`config.mk`:
```
export PLATFORM = sky130hd
export DESIGN_NAME = incremental_pid_speed_drive_top_flat
export DESIGN_NICKNAME = d
export VERILOG_FILES = /design/src/sv/ipsd_pkg.sv /design/src/sv/ipsd_in_if.sv /design/src/sv/ipsd_out_if.sv /design/src/sv/ipsd_pid.sv /design/src/sv/ipsd_duty.sv /design/src/sv/incremental_pid_speed_drive_top.sv /design/src/flat_wrapper.sv
export SDC_FILE = /design/constraint.sdc
export NUM_CORES = 2
export LEC_CHECK = 0
export BUFFER_PORTS_ARGS = -buffer_cell sky130_fd_sc_hd__buf_2
export CORE_ASPECT_RATIO = 1.25
export CORE_MARGIN = 2
export CORE_UTILIZATION = 65
export DETAILED_ROUTE_END_ITERATION = 16
export PLACE_DENSITY = 0.82
export SYNTH_ARGS = -nofsm -noshare
export SYNTH_HDL_FRONTEND = slang
export SYNTH_HIERARCHICAL = 1
export SYNTH_SLANG_ARGS = --single-unit
```
`constraint.sdc`:
```
create_clock -name i_clk -period 8.9 [get_ports i_clk]
set_clock_uncertainty 0.15 [all_clocks]
set_input_delay 0.89 -clock i_clk [delete_from_list [all_inputs] [get_ports i_clk]]
set_output_delay 0.89 -clock i_clk [all_outputs]
set_load 0.05 [all_outputs]
```
`src/sv/ipsd_pkg.sv`:
```
// ---------------------------------------------------------------------------
// ipsd_pkg
// Shared types and constants of the incremental PID speed drive: register
// map, field widths, reset values, the item structs and the duty scaling
// constants.
// ---------------------------------------------------------------------------
package ipsd_pkg;

    // Field widths of the items and registers.
    localparam int SPEED_W = 15;
    localparam int GAIN_W  = 10;
    localparam int SLOPE_W = 16;
    localparam int DUTY_W  = 10;
    localparam int PADDR_W = 5;
    localparam int PDATA_W = 32;

    // Register map, one 32-bit word per register.
    typedef enum logic [2:0] {
        REG_TARGET_SPEED  = 3'd0,
        REG_GAIN_P        = 3'd1,
        REG_GAIN_I        = 3'd2,
        REG_GAIN_D        = 3'd3,
        REG_SPEED_CEILING = 3'd4,
        REG_SPEED_FLOOR   = 3'd5,
        REG_DUTY_SLOPE    = 3'd6,
        REG_DUTY_OFFSET   = 3'd7
    } t_reg_idx;

    // Register reset values.
    localparam logic [SPEED_W-1:0] RST_TARGET_SPEED  = 15'd0;
    localparam logic [GAIN_W-1:0]  RST_GAIN_P        = 10'd230;
    localparam logic [GAIN_W-1:0]  RST_GAIN_I        = 10'd26;
    localparam logic [GAIN_W-1:0]  RST_GAIN_D        = 10'd0;
    localparam logic [SPEED_W-1:0] RST_SPEED_CEILING = 15'd1000;
    localparam logic [SPEED_W-1:0] RST_SPEED_FLOOR   = 15'd0;
    localparam logic [SLOPE_W-1:0] RST_DUTY_SLOPE    = 16'd10000;
    localparam logic [DUTY_W-1:0]  RST_DUTY_OFFSET   = 10'd0;

    // Duty mapping: duty = speed * slope / DUTY_SCALE + offset, saturated.
    localparam int DUTY_SCALE = 10000;
    localparam logic [DUTY_W-1:0] DUTY_MAX = 10'd1000;
    localparam int PROD_W = SPEED_W + SLOPE_W;
    // Any product at or above this value saturates the duty on its own.
    localparam logic [PROD_W-1:0] DUTY_SAT_PRODUCT = PROD_W'(1000 * DUTY_SCALE);
    // Products below saturation fit in this many bits.
    localparam int DUTY_QIN_W = 24;
    // Reciprocal of the scale; exact quotients for every input below 2**24.
    localparam int DUTY_RECIP_SHIFT = 37;
    localparam logic [63:0] DUTY_RECIP_WIDE =
        ((64'd1 << DUTY_RECIP_SHIFT) + 64'(DUTY_SCALE) - 64'd1) / 64'(DUTY_SCALE);
    localparam logic [DUTY_QIN_W-1:0] DUTY_RECIP = DUTY_RECIP_WIDE[DUTY_QIN_W-1:0];

    // Configuration register set.
    typedef struct packed {
        logic [SPEED_W-1:0] target_speed;
        logic [GAIN_W-1:0]  gain_p;
        logic [GAIN_W-1:0]  gain_i;
        logic [GAIN_W-1:0]  gain_d;
        logic [SPEED_W-1:0] speed_ceiling;
        logic [SPEED_W-1:0] speed_floor;
        logic [SLOPE_W-1:0] duty_slope;
        logic [DUTY_W-1:0]  duty_offset;
    } t_cfg;

    // One control tick as it arrives.
    typedef struct packed {
        logic [SPEED_W-1:0] measured_speed;
        logic               driver_fault;
        logic               over_temp_warn;
        logic               running;
        logic               pull_direction;
        logic               push_is_clockwise;
    } t_tick;

    // What the tick does to the controller state.
    typedef enum logic [1:0] {
        TICK_FAULT = 2'd0,
        TICK_STOP  = 2'd1,
        TICK_HOLD  = 2'd2,
        TICK_STEP  = 2'd3
    } t_tick_kind;

    // Controller result handed to the duty mapper.
    typedef struct packed {
        logic               updated;
        logic [SPEED_W-1:0] speed;
        logic               off;
        logic               turn_ccw;
    } t_pid_result;

    // Final drive command.
    typedef struct packed {
        logic               updated;
        logic [SPEED_W-1:0] speed;
        logic [DUTY_W-1:0]  duty;
        logic               turn_ccw;
        logic               off;
    } t_drive_cmd;

endpackage

```
`src/sv/ipsd_in_if.sv`:
```
// ---------------------------------------------------------------------------
// ipsd_in_if
// Valid/ready channel that carries one control tick item.
// ---------------------------------------------------------------------------
interface ipsd_in_if;

    logic                       valid;
    logic                       ready;
    logic [ipsd_pkg::SPEED_W-1:0] measured_speed;
    logic                       driver_fault;
    logic                       over_temp_warn;
    logic                       running;
    logic                       pull_direction;
    logic                       push_is_clockwise;

    modport source (
        output valid, measured_speed, driver_fault, over_temp_warn,
               running, pull_direction, push_is_clockwise,
        input  ready
    );

    modport sink (
        input  valid, measured_speed, driver_fault, over_temp_warn,
               running, pull_direction, push_is_clockwise,
        output ready
    );

endinterface

```
`src/sv/ipsd_out_if.sv`:
```
// ---------------------------------------------------------------------------
// ipsd_out_if
// Valid/ready channel that carries one drive command item.
// ---------------------------------------------------------------------------
interface ipsd_out_if;

    logic                         valid;
    logic                         ready;
    logic                         drive_updated;
    logic [ipsd_pkg::SPEED_W-1:0] drive_speed;
    logic [ipsd_pkg::DUTY_W-1:0]  duty_tenths;
    logic                         turn_counterclockwise;
    logic                         drive_off;

    modport source (
        output valid, drive_updated, drive_speed, duty_tenths,
               turn_counterclockwise, drive_off,
        input  ready
    );

    modport sink (
        input  valid, drive_updated, drive_speed, duty_tenths,
               turn_counterclockwise, drive_off,
        output ready
    );

endinterface

```
`src/sv/ipsd_pid.sv`:
```
// ---------------------------------------------------------------------------
// ipsd_pid
// Incremental PID controller pipeline: input register, error history,
// gain products, truncated delta, and the held output with clamping.
// ---------------------------------------------------------------------------
module ipsd_pid #(
    parameter int SPEED_BITS     = 15,
    parameter int GAIN_FRAC_BITS = 8
) (
    input  logic                  i_clk,
    input  logic                  i_rst_n,
    input  ipsd_pkg::t_cfg        i_cfg,
    input  logic                  i_valid,
    output logic                  o_ready,
    input  ipsd_pkg::t_tick       i_tick,
    output logic                  o_valid,
    input  logic                  i_ready,
    output ipsd_pkg::t_pid_result o_result
);

    localparam int EW   = SPEED_BITS + 1;
    localparam int D1W  = SPEED_BITS + 2;
    localparam int D2W  = SPEED_BITS + 3;
    localparam int GW   = ipsd_pkg::GAIN_W + 1;
    localparam int PPW  = D1W + GW;
    localparam int PIW  = EW + GW;
    localparam int PDW  = D2W + GW;
    localparam int SUMW = SPEED_BITS + 15;
    localparam int DW   = SUMW - GAIN_FRAC_BITS;
    localparam int OW   = ((DW > ipsd_pkg::SPEED_W + 1) ? DW : ipsd_pkg::SPEED_W + 1) + 1;
    localparam logic [SUMW-1:0] ROUND_BIAS = SUMW'((1 << GAIN_FRAC_BITS) - 1);

    // Stage valid bits and stage readiness.
    logic r0_v, r1_v, r2_v, r3_v, r4_v;
    logic w_rdy0, w_rdy1, w_rdy2, w_rdy3, w_rdy4;

    // Stage 0: input register.
    ipsd_pkg::t_tick r0_tick;

    // Stage 1: error differences.
    ipsd_pkg::t_tick_kind   r1_kind;
    logic                   r1_running;
    logic                   r1_turn;
    logic signed [EW-1:0]   r1_err;
    logic signed [D1W-1:0]  r1_d1;
    logic signed [D2W-1:0]  r1_d2;
    logic signed [EW-1:0]   r_last_error;
    logic signed [EW-1:0]   r_err_prev;

    // Stage 2: gain products.
    ipsd_pkg::t_tick_kind   r2_kind;
    logic                   r2_running;
    logic                   r2_turn;
    logic signed [PPW-1:0]  r2_pp;
    logic signed [PIW-1:0]  r2_pi;
    logic signed [PDW-1:0]  r2_pd;

    // Stage 3: output delta.
    ipsd_pkg::t_tick_kind   r3_kind;
    logic                   r3_running;
    logic                   r3_turn;
    logic signed [DW-1:0]   r3_delta;

    // Stage 4: held output and result.
    logic [SPEED_BITS-1:0]  r_held;
    logic [SPEED_BITS-1:0]  n_held;
    ipsd_pkg::t_pid_result  r4_result;

    logic signed [EW-1:0]   w_err;
    logic signed [D1W-1:0]  w_d1;
    logic signed [D1W-1:0]  w_slope_prev;
    logic signed [D2W-1:0]  w_d2;
    ipsd_pkg::t_tick_kind   w_kind;
    logic signed [SUMW-1:0] w_sum;
    logic signed [SUMW-1:0] w_rounded;
    logic signed [OW-1:0]   w_out;
    logic signed [OW-1:0]   w_ceil;
    logic signed [OW-1:0]   w_floor;
    logic signed [OW-1:0]   w_clamp_hi;
    logic signed [OW-1:0]   w_clamp;

    // A stage takes a new item when it is empty or its item moves on.
    assign w_rdy4  = !r4_v || i_ready;
    assign w_rdy3  = !r3_v || w_rdy4;
    assign w_rdy2  = !r2_v || w_rdy3;
    assign w_rdy1  = !r1_v || w_rdy2;
    assign w_rdy0  = !r0_v || w_rdy1;
    assign o_ready = w_rdy0;
    assign o_valid = r4_v;
    assign o_result = r4_result;

    always_ff @(posedge i_clk) begin
        if (!i_rst_n) begin
            r0_v <= 1'b0;
            r1_v <= 1'b0;
            r2_v <= 1'b0;
            r3_v <= 1'b0;
            r4_v <= 1'b0;
        end else begin
            if (w_rdy0) begin
                r0_v <= i_valid;
            end
            if (w_rdy1) begin
                r1_v <= r0_v;
            end
            if (w_rdy2) begin
                r2_v <= r1_v;
            end
            if (w_rdy3) begin
                r3_v <= r2_v;
            end
            if (w_rdy4) begin
                r4_v <= r3_v;
            end
        end
    end

    // Input register.
    always_ff @(posedge i_clk) begin
        if (w_rdy0 && i_valid) begin
            r0_tick <= i_tick;
        end
    end

    // Error against target and its first and second differences.
    assign w_err = $signed({1'b0, i_cfg.target_speed[SPEED_BITS-1:0]})
                 - $signed({1'b0, r0_tick.measured_speed[SPEED_BITS-1:0]});
    assign w_d1         = D1W'(w_err) - D1W'(r_last_error);
    assign w_slope_prev = D1W'(r_last_error) - D1W'(r_err_prev);
    assign w_d2         = D2W'(w_d1) - D2W'(w_slope_prev);

    // Classify the tick.
    always_comb begin
        if (r0_tick.driver_fault || r0_tick.over_temp_warn) begin
            w_kind = ipsd_pkg::TICK_FAULT;
        end else if (!r0_tick.running) begin
            w_kind = ipsd_pkg::TICK_STOP;
        end else if (w_err == '0) begin
            w_kind = ipsd_pkg::TICK_HOLD;
        end else begin
            w_kind = ipsd_pkg::TICK_STEP;
        end
    end

    // Error history: cleared on stop, frozen on fault, shifted otherwise.
    always_ff @(posedge i_clk) begin
        if (!i_rst_n) begin
            r_last_error <= '0;
            r_err_prev   <= '0;
        end else if (w_rdy1 && r0_v) begin
            case (w_kind)
                ipsd_pkg::TICK_FAULT: begin
                    r_last_error <= r_last_error;
                    r_err_prev   <= r_err_prev;
                end
                ipsd_pkg::TICK_STOP: begin
                    r_last_error <= '0;
                    r_err_prev   <= '0;
                end
                default: begin
                    r_last_error <= w_err;
                    r_err_prev   <= r_last_error;
                end
            endcase
        end
    end

    always_ff @(posedge i_clk) begin
        if (w_rdy1 && r0_v) begin
            r1_kind    <= w_kind;
            r1_running <= r0_tick.running;
            r1_turn    <= ~(r0_tick.push_is_clockwise ^ r0_tick.pull_direction);
            r1_err     <= w_err;
            r1_d1      <= w_d1;
            r1_d2      <= w_d2;
        end
    end

    // Gain products; the gains are unsigned and get a zero sign bit.
    always_ff @(posedge i_clk) begin
        if (w_rdy2 && r1_v) begin
            r2_kind    <= r1_kind;
            r2_running <= r1_running;
            r2_turn    <= r1_turn;
            r2_pp <= PPW'($signed({1'b0, i_cfg.gain_p})) * PPW'(r1_d1);
            r2_pi <= PIW'($signed({1'b0, i_cfg.gain_i})) * PIW'(r1_err);
            r2_pd <= PDW'($signed({1'b0, i_cfg.gain_d})) * PDW'(r1_d2);
        end
    end

    // Sum and drop the fraction, truncating toward zero.
    assign w_sum     = SUMW'(r2_pp) + SUMW'(r2_pi) + SUMW'(r2_pd);
    assign w_rounded = w_sum[SUMW-1] ? (w_sum + $signed(ROUND_BIAS)) : w_sum;

    always_ff @(posedge i_clk) begin
        if (w_rdy3 && r2_v) begin
            r3_kind    <= r2_kind;
            r3_running <= r2_running;
            r3_turn    <= r2_turn;
            r3_delta   <= DW'(w_rounded >>> GAIN_FRAC_BITS);
        end
    end

    // New output, clamped to the ceiling first and then to the floor.
    assign w_out   = OW'($signed({1'b0, r_held})) + OW'(r3_delta);
    assign w_ceil  = OW'($signed({1'b0, i_cfg.speed_ceiling}));
    assign w_floor = OW'($signed({1'b0, i_cfg.speed_floor}));
    assign w_clamp_hi = (w_out > w_ceil) ? w_ceil : w_out;
    assign w_clamp    = (w_clamp_hi < w_floor) ? w_floor : w_clamp_hi;

    always_comb begin
        case (r3_kind)
            ipsd_pkg::TICK_STOP: n_held = i_cfg.target_speed[SPEED_BITS-1:0];
            ipsd_pkg::TICK_STEP: n_held = w_clamp[SPEED_BITS-1:0];
            default:             n_held = r_held;
        endcase
    end

    always_ff @(posedge i_clk) begin
        if (!i_rst_n) begin
            r_held <= '0;
        end else if (w_rdy4 && r3_v) begin
            r_held <= n_held;
        end
    end

    // Result register.
    always_ff @(posedge i_clk) begin
        if (w_rdy4 && r3_v) begin
            r4_result.updated  <= (r3_kind == ipsd_pkg::TICK_STEP);
            r4_result.speed    <= ipsd_pkg::SPEED_W'(n_held);
            r4_result.off      <= !r3_running || (n_held == '0);
            r4_result.turn_ccw <= r3_turn;
        end
    end

endmodule

```
`src/sv/ipsd_duty.sv`:
```
// ---------------------------------------------------------------------------
// ipsd_duty
// Maps the controller speed to a PWM duty in 0.1 percent steps: slope
// product, division by the scale through a reciprocal, offset and
// saturation.
// ---------------------------------------------------------------------------
module ipsd_duty (
    input  logic                  i_clk,
    input  logic                  i_rst_n,
    input  ipsd_pkg::t_cfg        i_cfg,
    input  logic                  i_valid,
    output logic                  o_ready,
    input  ipsd_pkg::t_pid_result i_result,
    output logic                  o_valid,
    input  logic                  i_ready,
    output ipsd_pkg::t_drive_cmd  o_cmd
);

    localparam int PW = ipsd_pkg::PROD_W;
    localparam int RW = 2 * ipsd_pkg::DUTY_QIN_W;

    logic ra_v, rb_v, rc_v;
    logic w_rdya, w_rdyb, w_rdyc;

    ipsd_pkg::t_pid_result        ra_res;
    logic [PW-1:0]                ra_prod;
    ipsd_pkg::t_pid_result        rb_res;
    logic                         rb_sat;
    logic [ipsd_pkg::DUTY_W-1:0]  rb_quot;
    ipsd_pkg::t_drive_cmd         rc_cmd;

    logic [RW-1:0]                w_recip;
    logic [ipsd_pkg::DUTY_W:0]    w_sum;
    logic [ipsd_pkg::DUTY_W-1:0]  w_duty;

    assign w_rdyc  = !rc_v || i_ready;
    assign w_rdyb  = !rb_v || w_rdyc;
    assign w_rdya  = !ra_v || w_rdyb;
    assign o_ready = w_rdya;
    assign o_valid = rc_v;
    assign o_cmd   = rc_cmd;

    always_ff @(posedge i_clk) begin
        if (!i_rst_n) begin
            ra_v <= 1'b0;
            rb_v <= 1'b0;
            rc_v <= 1'b0;
        end else begin
            if (w_rdya) begin
                ra_v <= i_valid;
            end
            if (w_rdyb) begin
                rb_v <= ra_v;
            end
            if (w_rdyc) begin
                rc_v <= rb_v;
            end
        end
    end

    // Speed times slope.
    always_ff @(posedge i_clk) begin
        if (w_rdya && i_valid) begin
            ra_res  <= i_result;
            ra_prod <= PW'(i_result.speed) * PW'(i_cfg.duty_slope);
        end
    end

    // Quotient by the scale; large products saturate on their own.
    assign w_recip = RW'(ra_prod[ipsd_pkg::DUTY_QIN_W-1:0]) * RW'(ipsd_pkg::DUTY_RECIP);

    always_ff @(posedge i_clk) begin
        if (w_rdyb && ra_v) begin
            rb_res  <= ra_res;
            rb_sat  <= (ra_prod >= ipsd_pkg::DUTY_SAT_PRODUCT);
            rb_quot <= w_recip[ipsd_pkg::DUTY_RECIP_SHIFT +: ipsd_pkg::DUTY_W];
        end
    end

    // Offset, saturation, and a zero duty while the drive is off.
    assign w_sum = {1'b0, rb_quot} + {1'b0, i_cfg.duty_offset};

    always_comb begin
        if (rb_res.off) begin
            w_duty = '0;
        end else if (rb_sat || (w_sum > {1'b0, ipsd_pkg::DUTY_MAX})) begin
            w_duty = ipsd_pkg::DUTY_MAX;
        end else begin
            w_duty = w_sum[ipsd_pkg::DUTY_W-1:0];
        end
    end

    always_ff @(posedge i_clk) begin
        if (w_rdyc && rb_v) begin
            rc_cmd.updated  <= rb_res.updated;
            rc_cmd.speed    <= rb_res.speed;
            rc_cmd.duty     <= w_duty;
            rc_cmd.turn_ccw <= rb_res.turn_ccw;
            rc_cmd.off      <= rb_res.off;
        end
    end

endmodule

```
`src/sv/incremental_pid_speed_drive_top.sv`:
```
// ---------------------------------------------------------------------------
// incremental_pid_speed_drive_top
// Incremental PID wire feed speed controller with PWM duty mapping and an
// APB-style register port.
// ---------------------------------------------------------------------------
// Each tick item yields one drive command item; a new tick item can be
// accepted in every cycle unless the output stalls. The controller is a
// five-register pipeline (input, error history, gain products, delta, held
// output) followed by a three-register duty mapper (slope product,
// reciprocal division, offset and saturation). The error history and held
// output loops each close in their own stage, so back-to-back ticks stay
// consistent. Registers lie at byte address 4*i; the user must write them
// only while no item is in flight, which the block does not enforce.
// pready is always high and reads return the stored value.
module incremental_pid_speed_drive_top #(
    parameter int SPEED_BITS     = 15,
    parameter int GAIN_FRAC_BITS = 8
) (
    input  logic                          i_clk,
    input  logic                          i_rst_n,
    input  logic                          psel,
    input  logic                          penable,
    input  logic                          pwrite,
    input  logic [ipsd_pkg::PADDR_W-1:0]  paddr,
    input  logic [ipsd_pkg::PDATA_W-1:0]  pwdata,
    output logic [ipsd_pkg::PDATA_W-1:0]  prdata,
    output logic                          pready,
    ipsd_in_if.sink                       i_in,
    ipsd_out_if.source                    o_out
);

    ipsd_pkg::t_cfg        r_cfg;
    ipsd_pkg::t_reg_idx    w_idx;
    logic                  w_wr;
    ipsd_pkg::t_tick       w_tick;
    logic                  w_pid_valid;
    logic                  w_pid_ready;
    ipsd_pkg::t_pid_result w_pid_result;
    ipsd_pkg::t_drive_cmd  w_cmd;

    // Register port.
    assign pready = 1'b1;
    assign w_idx  = ipsd_pkg::t_reg_idx'(paddr[ipsd_pkg::PADDR_W-1:2]);
    assign w_wr   = psel && penable && pwrite && pready;

    always_ff @(posedge i_clk) begin
        if (!i_rst_n) begin
            r_cfg.target_speed  <= ipsd_pkg::RST_TARGET_SPEED;
            r_cfg.gain_p        <= ipsd_pkg::RST_GAIN_P;
            r_cfg.gain_i        <= ipsd_pkg::RST_GAIN_I;
            r_cfg.gain_d        <= ipsd_pkg::RST_GAIN_D;
            r_cfg.speed_ceiling <= ipsd_pkg::RST_SPEED_CEILING;
            r_cfg.speed_floor   <= ipsd_pkg::RST_SPEED_FLOOR;
            r_cfg.duty_slope    <= ipsd_pkg::RST_DUTY_SLOPE;
            r_cfg.duty_offset   <= ipsd_pkg::RST_DUTY_OFFSET;
        end else if (w_wr) begin
            case (w_idx)
                ipsd_pkg::REG_TARGET_SPEED:
                    r_cfg.target_speed <= pwdata[ipsd_pkg::SPEED_W-1:0];
                ipsd_pkg::REG_GAIN_P:
                    r_cfg.gain_p <= pwdata[ipsd_pkg::GAIN_W-1:0];
                ipsd_pkg::REG_GAIN_I:
                    r_cfg.gain_i <= pwdata[ipsd_pkg::GAIN_W-1:0];
                ipsd_pkg::REG_GAIN_D:
                    r_cfg.gain_d <= pwdata[ipsd_pkg::GAIN_W-1:0];
                ipsd_pkg::REG_SPEED_CEILING:
                    r_cfg.speed_ceiling <= pwdata[ipsd_pkg::SPEED_W-1:0];
                ipsd_pkg::REG_SPEED_FLOOR:
                    r_cfg.speed_floor <= pwdata[ipsd_pkg::SPEED_W-1:0];
                ipsd_pkg::REG_DUTY_SLOPE:
                    r_cfg.duty_slope <= pwdata[ipsd_pkg::SLOPE_W-1:0];
                ipsd_pkg::REG_DUTY_OFFSET:
                    r_cfg.duty_offset <= pwdata[ipsd_pkg::DUTY_W-1:0];
                default: begin
                    r_cfg <= r_cfg;
                end
            endcase
        end
    end

    // Read back.
    always_comb begin
        case (w_idx)
            ipsd_pkg::REG_TARGET_SPEED:  prdata = ipsd_pkg::PDATA_W'(r_cfg.target_speed);
            ipsd_pkg::REG_GAIN_P:        prdata = ipsd_pkg::PDATA_W'(r_cfg.gain_p);
            ipsd_pkg::REG_GAIN_I:        prdata = ipsd_pkg::PDATA_W'(r_cfg.gain_i);
            ipsd_pkg::REG_GAIN_D:        prdata = ipsd_pkg::PDATA_W'(r_cfg.gain_d);
            ipsd_pkg::REG_SPEED_CEILING: prdata = ipsd_pkg::PDATA_W'(r_cfg.speed_ceiling);
            ipsd_pkg::REG_SPEED_FLOOR:   prdata = ipsd_pkg::PDATA_W'(r_cfg.speed_floor);
            ipsd_pkg::REG_DUTY_SLOPE:    prdata = ipsd_pkg::PDATA_W'(r_cfg.duty_slope);
            ipsd_pkg::REG_DUTY_OFFSET:   prdata = ipsd_pkg::PDATA_W'(r_cfg.duty_offset);
            default:                     prdata = '0;
        endcase
    end

    // Tick item in.
    assign w_tick.measured_speed    = i_in.measured_speed;
    assign w_tick.driver_fault      = i_in.driver_fault;
    assign w_tick.over_temp_warn    = i_in.over_temp_warn;
    assign w_tick.running           = i_in.running;
    assign w_tick.pull_direction    = i_in.pull_direction;
    assign w_tick.push_is_clockwise = i_in.push_is_clockwise;

    ipsd_pid #(
        .SPEED_BITS     (SPEED_BITS),
        .GAIN_FRAC_BITS (GAIN_FRAC_BITS)
    ) u_pid (
        .i_clk    (i_clk),
        .i_rst_n  (i_rst_n),
        .i_cfg    (r_cfg),
        .i_valid  (i_in.valid),
        .o_ready  (i_in.ready),
        .i_tick   (w_tick),
        .o_valid  (w_pid_valid),
        .i_ready  (w_pid_ready),
        .o_result (w_pid_result)
    );

    ipsd_duty u_duty (
        .i_clk    (i_clk),
        .i_rst_n  (i_rst_n),
        .i_cfg    (r_cfg),
        .i_valid  (w_pid_valid),
        .o_ready  (w_pid_ready),
        .i_result (w_pid_result),
        .o_valid  (o_out.valid),
        .i_ready  (o_out.ready),
        .o_cmd    (w_cmd)
    );

    // Drive command item out.
    assign o_out.drive_updated         = w_cmd.updated;
    assign o_out.drive_speed           = w_cmd.speed;
    assign o_out.duty_tenths           = w_cmd.duty;
    assign o_out.turn_counterclockwise = w_cmd.turn_ccw;
    assign o_out.drive_off             = w_cmd.off;

    // A stopped drive never carries a duty.
    a_off_no_duty: assert property (
        @(posedge i_clk) disable iff (!i_rst_n)
        o_out.valid && o_out.drive_off |-> o_out.duty_tenths == '0
    ) else $error("drive off with nonzero duty");

    // The duty never passes full scale.
    a_duty_range: assert property (
        @(posedge i_clk) disable iff (!i_rst_n)
        o_out.valid |-> o_out.duty_tenths <= ipsd_pkg::DUTY_MAX
    ) else $error("duty above full scale");

    // An updated command comes from a running tick, so it is off only at zero speed.
    a_update_running: assert property (
        @(posedge i_clk) disable iff (!i_rst_n)
        o_out.valid && o_out.drive_updated && o_out.drive_off |-> o_out.drive_speed == '0
    ) else $error("updated command marked off at nonzero speed");

endmodule

```
`src/flat_wrapper.sv`:
```
// flat-port wrapper written by rule: the top's interface ports become plain ports
module incremental_pid_speed_drive_top_flat 
#(
    parameter int SPEED_BITS     = 15,
    parameter int GAIN_FRAC_BITS = 8
)
  (i_clk, i_rst_n, psel, penable, pwrite, paddr, pwdata, prdata, pready, i_in_valid, i_in_measured_speed, i_in_driver_fault, i_in_over_temp_warn, i_in_running, i_in_pull_direction, i_in_push_is_clockwise, i_in_ready, o_out_valid, o_out_drive_updated, o_out_drive_speed, o_out_duty_tenths, o_out_turn_counterclockwise, o_out_drive_off, o_out_ready);
  ipsd_in_if i_in_i ();
  ipsd_out_if o_out_i ();
  input  logic i_clk;
  input  logic i_rst_n;
  input  logic psel;
  input  logic penable;
  input  logic pwrite;
  input  logic [ipsd_pkg::PADDR_W-1:0] paddr;
  input  logic [ipsd_pkg::PDATA_W-1:0] pwdata;
  output logic [ipsd_pkg::PDATA_W-1:0] prdata;
  output logic pready;
  input wire logic [$bits(i_in_i.valid)-1:0] i_in_valid;
  input wire logic [$bits(i_in_i.measured_speed)-1:0] i_in_measured_speed;
  input wire logic [$bits(i_in_i.driver_fault)-1:0] i_in_driver_fault;
  input wire logic [$bits(i_in_i.over_temp_warn)-1:0] i_in_over_temp_warn;
  input wire logic [$bits(i_in_i.running)-1:0] i_in_running;
  input wire logic [$bits(i_in_i.pull_direction)-1:0] i_in_pull_direction;
  input wire logic [$bits(i_in_i.push_is_clockwise)-1:0] i_in_push_is_clockwise;
  output wire logic [$bits(i_in_i.ready)-1:0] i_in_ready;
  output wire logic [$bits(o_out_i.valid)-1:0] o_out_valid;
  output wire logic [$bits(o_out_i.drive_updated)-1:0] o_out_drive_updated;
  output wire logic [$bits(o_out_i.drive_speed)-1:0] o_out_drive_speed;
  output wire logic [$bits(o_out_i.duty_tenths)-1:0] o_out_duty_tenths;
  output wire logic [$bits(o_out_i.turn_counterclockwise)-1:0] o_out_turn_counterclockwise;
  output wire logic [$bits(o_out_i.drive_off)-1:0] o_out_drive_off;
  input wire logic [$bits(o_out_i.ready)-1:0] o_out_ready;
  assign i_in_i.valid = i_in_valid;
  assign i_in_i.measured_speed = i_in_measured_speed;
  assign i_in_i.driver_fault = i_in_driver_fault;
  assign i_in_i.over_temp_warn = i_in_over_temp_warn;
  assign i_in_i.running = i_in_running;
  assign i_in_i.pull_direction = i_in_pull_direction;
  assign i_in_i.push_is_clockwise = i_in_push_is_clockwise;
  assign i_in_ready = i_in_i.ready;
  assign o_out_valid = o_out_i.valid;
  assign o_out_drive_updated = o_out_i.drive_updated;
  assign o_out_drive_speed = o_out_i.drive_speed;
  assign o_out_duty_tenths = o_out_i.duty_tenths;
  assign o_out_turn_counterclockwise = o_out_i.turn_counterclockwise;
  assign o_out_drive_off = o_out_i.drive_off;
  assign o_out_i.ready = o_out_ready;
  incremental_pid_speed_drive_top #(.SPEED_BITS(SPEED_BITS), .GAIN_FRAC_BITS(GAIN_FRAC_BITS)) u_core (.i_clk(i_clk), .i_rst_n(i_rst_n), .psel(psel), .penable(penable), .pwrite(pwrite), .paddr(paddr), .pwdata(pwdata), .prdata(prdata), .pready(pready), .i_in(i_in_i), .o_out(o_out_i));
endmodule
```
==> impl_results.md <==
- Status: finished clean
- Tightest Pin Transition: 1370 ps
- Final setup fails: 0
- Post-synth EDFFs: 313
- Minimum clock period: 8570 ps
- CTS root buf: clkbuf_16
- WL/cell: 20.8 um
- First-pass GRT wire length: 241000 um
- Die area: 0.0935 sq mm
- Mean Syn Cell Area: 9.86 sq um
- Final hold violation count: 0
- Period Utilization, post-route: 96.2%
- HP Class: flip-flop to flip-flop
- Clk pin slew, worst setup/hold paths: 70 ps
- Cell family with most CP delay: compound AO/OA/AOI/OAI gates
- Sequential share of the synthesized area: 21.2%
- Worst setup EP type: flip-flop
- Initial Util: 65.6%
- Starting DRT DRC Count: 2908
- Synth cell types: 111
- DRC: 0
- Largest net degree at the start of global routing: 96
- Routed Antenna Nets: 0
- Pre-Repair DR Iteration Count: 6
- Placed inst area: 0.0606 sq mm
- Startpoint Class: flip-flop
- Initial antenna violation count: 5
- Min Hold Slack: 265 ps
- Worst EP required: 9180 ps
- Post-Synth Adder-Cell Area: 43.2%
- Maximum VDD drop: 0.000190 V
- Level count of the clock H-tree: 2
- Num Clock Sinks: 469
- Yosys warning total: 6
- HPWL after DPL: 121000 um
- CTS tree: built
- RD Place Congestion: 0.976
- Commonest non-fill, non-tap cell in the layout: inv_1
- Crit Path Category: flip-flop to flip-flop
- IO Count: 127
- Share of layout cells above drive strength 1: 6.03%
- Leak pwr: 29.2 nW
- Most frequent cells in the layout: 1225 x inv_1, 876 x fa_1, 635 x ha_1
- Reg area: 0.0125 sq mm
- Most common cell on crit path: a21oi_2
- Post-Synth Simple-Gate Area: 13.1%
- Slew margin rel.: 8.02%
- Fillers: 6675
- Asr flop ratio synth: 0%
- Core ar.: 0.0902 sq mm
- Seq cells post-synth: 469
- Synth Area in XOR/XNOR: 3.12%
- Max incr delay on CP: 500 ps
- CP max stage cell: or4b_4
- Clock Latency Late Sink: 610 ps
- WP data arrival: 8840 ps
- Clock buffer count from CTS: 55
- Number of I/O port buffers: 91
- Mux cell area share after synthesis: 1.09%
- CTS Hold Buffers Added: 0
- Slew Limit Fails: 0
- Die height: 341 um
- Top_reg_cell synth: edfxtp_1
- Post-Syn Instances: 6000
- GRT Overall Usage: 33.3%
- Synthesis-to-finish area growth: 6.09%
- Gr ovfl total: 0
- Area of the multi-input gates: 0.0413 sq mm
- Vias in the first global route: 45600
- Max-cap violation count: 0
- Final nets: 7599
- Power per standard cell area: 183 mW/mm^2
- Chip Width: 274 um
- Main combinational cell family by area after synthesis: adder cells
- Vias: 42200
- Site row count: 123
- Crit path buffers/inverters: 4
- Post-synthesis compound-gate area fraction: 8.88%
- Post-Route WL: 151000 um
- Cell Area, Synth: 0.0592 sq mm
- Max Root-Sink Buffers: 3
- Achievable Freq: 117 MHz
- Avg Vias per Cell: 5.82
- Cell area after layout: 0.0628 sq mm
- CP max FO: 5
[state kept, by name (all words and copies together) (netlist names), 20 cells and up]
register,count
u_core/r_cfg,101
u_core/u_pid/r3_delta,22
u_core/u_pid/r2_pp,28
u_core/u_pid/r2_pi,27
u_core/u_duty/ra_prod,31
u_core/u_pid/r2_pd,29
u_core/u_duty/o_cmd,28
u_core/u_pid/r0_tick,20
[cells by family after synthesis]
kind of cell | after synthesis
xor gates and xnor gates | 211
buffers and inverters | 1437
other | 2
adders and majority gates | 1515
DFF | 469
and+or+nand+nor | 1534
muxes | 61
AOI/OAI and AO/OA | 771
[layer usage]
| metal | routed length (um) | global-route usage (%) |
|---|---|---|
| met4 | 13000 | 23.1 |
| met1 | 53700 | 38.4 |
| met3 | 8800 | 4.50 |
| met2 | 75500 | 57.6 |
| met5 | 15 | 0 |
[cells in the mapped netlist (33+ instances only)]
cell      instances  area, sq um
a21boi_0         93          698
a21o_1           50          375
a21oi_1         160          801
and2_1          447         2800
buf_4            33          248
clkbuf_1        139          522
dfxtp_1         156         3120
edfxtp_1        313         9400
fa_1            877        17600
ha_1            638         7980
inv_1          1226         4600
mux2i_1          44          440
nand2_1         604         2270
nand3_1          66          330
nor2_1          159          597
nor2b_1          44          275
nor3_1           52          260
o21ai_0         161          806
xnor2_1         167         1460
xor2_1           44          385
[repair_timing]
item / 4_1_cts / 5_1_grt
pin swaps: 0 / 26
cloned: 0 / 1
endpoints found under the setup margin: 1 / 7
buffers inserted: 0 / 11
gates resized for setup: 1 / 34
[report_power, final]
part / total (mW) / switching, mW / internal [mW] / leakage [nW]
combinational: 6.17 / 3.61 / 2.56 / 24.1
clock: 2.39 / 0.969 / 1.42 / 0.936
sequential: 2.93 / 0.201 / 2.73 / 4.13
[area by class of cell]
class / count / area share [%]
clock inverter: 27 / 0.458
tap: 1187 / 2.37
timing repair buffer: 155 / 1.49
multi-input combinational: 4110 / 65.8
sequential: 469 / 19.9
inverter: 1229 / 7.35
clock buffer: 76 / 2.58
antenna: 6 / 0.0239
[per-stage QoR]
step	power, mW	std cells	util [%]	setup WS [ps]	setup TNS (ps)
final	11.5	7259	69.6	335	0
after CTS	11.4	7241	69.3	14.4	0
after global routing	12.3	7253	69.6	-73.7	-73.7
after detailed placement	9.01	7138	67.2	30.3	0
after floorplan	7.47	6015	-	851	0
after global placement	8.82	7138	67.2	60.9	0
[path summary, 6_finish.rpt]
check,from,end,slack [ps],cells after the start
max,u_core/u_pid/r3_delta[0],u_core/u_pid/o_result[1],330,38
min,u_core/u_pid/r1_kind[0],u_core/u_pid/r2_kind[0],270,0
max reg2reg,u_core/u_pid/r3_delta[0],u_core/u_pid/o_result[1],330,38
min reg2reg,u_core/u_pid/r1_kind[0],u_core/u_pid/r2_kind[0],270,0
Power figures use the tool's default switching activity.
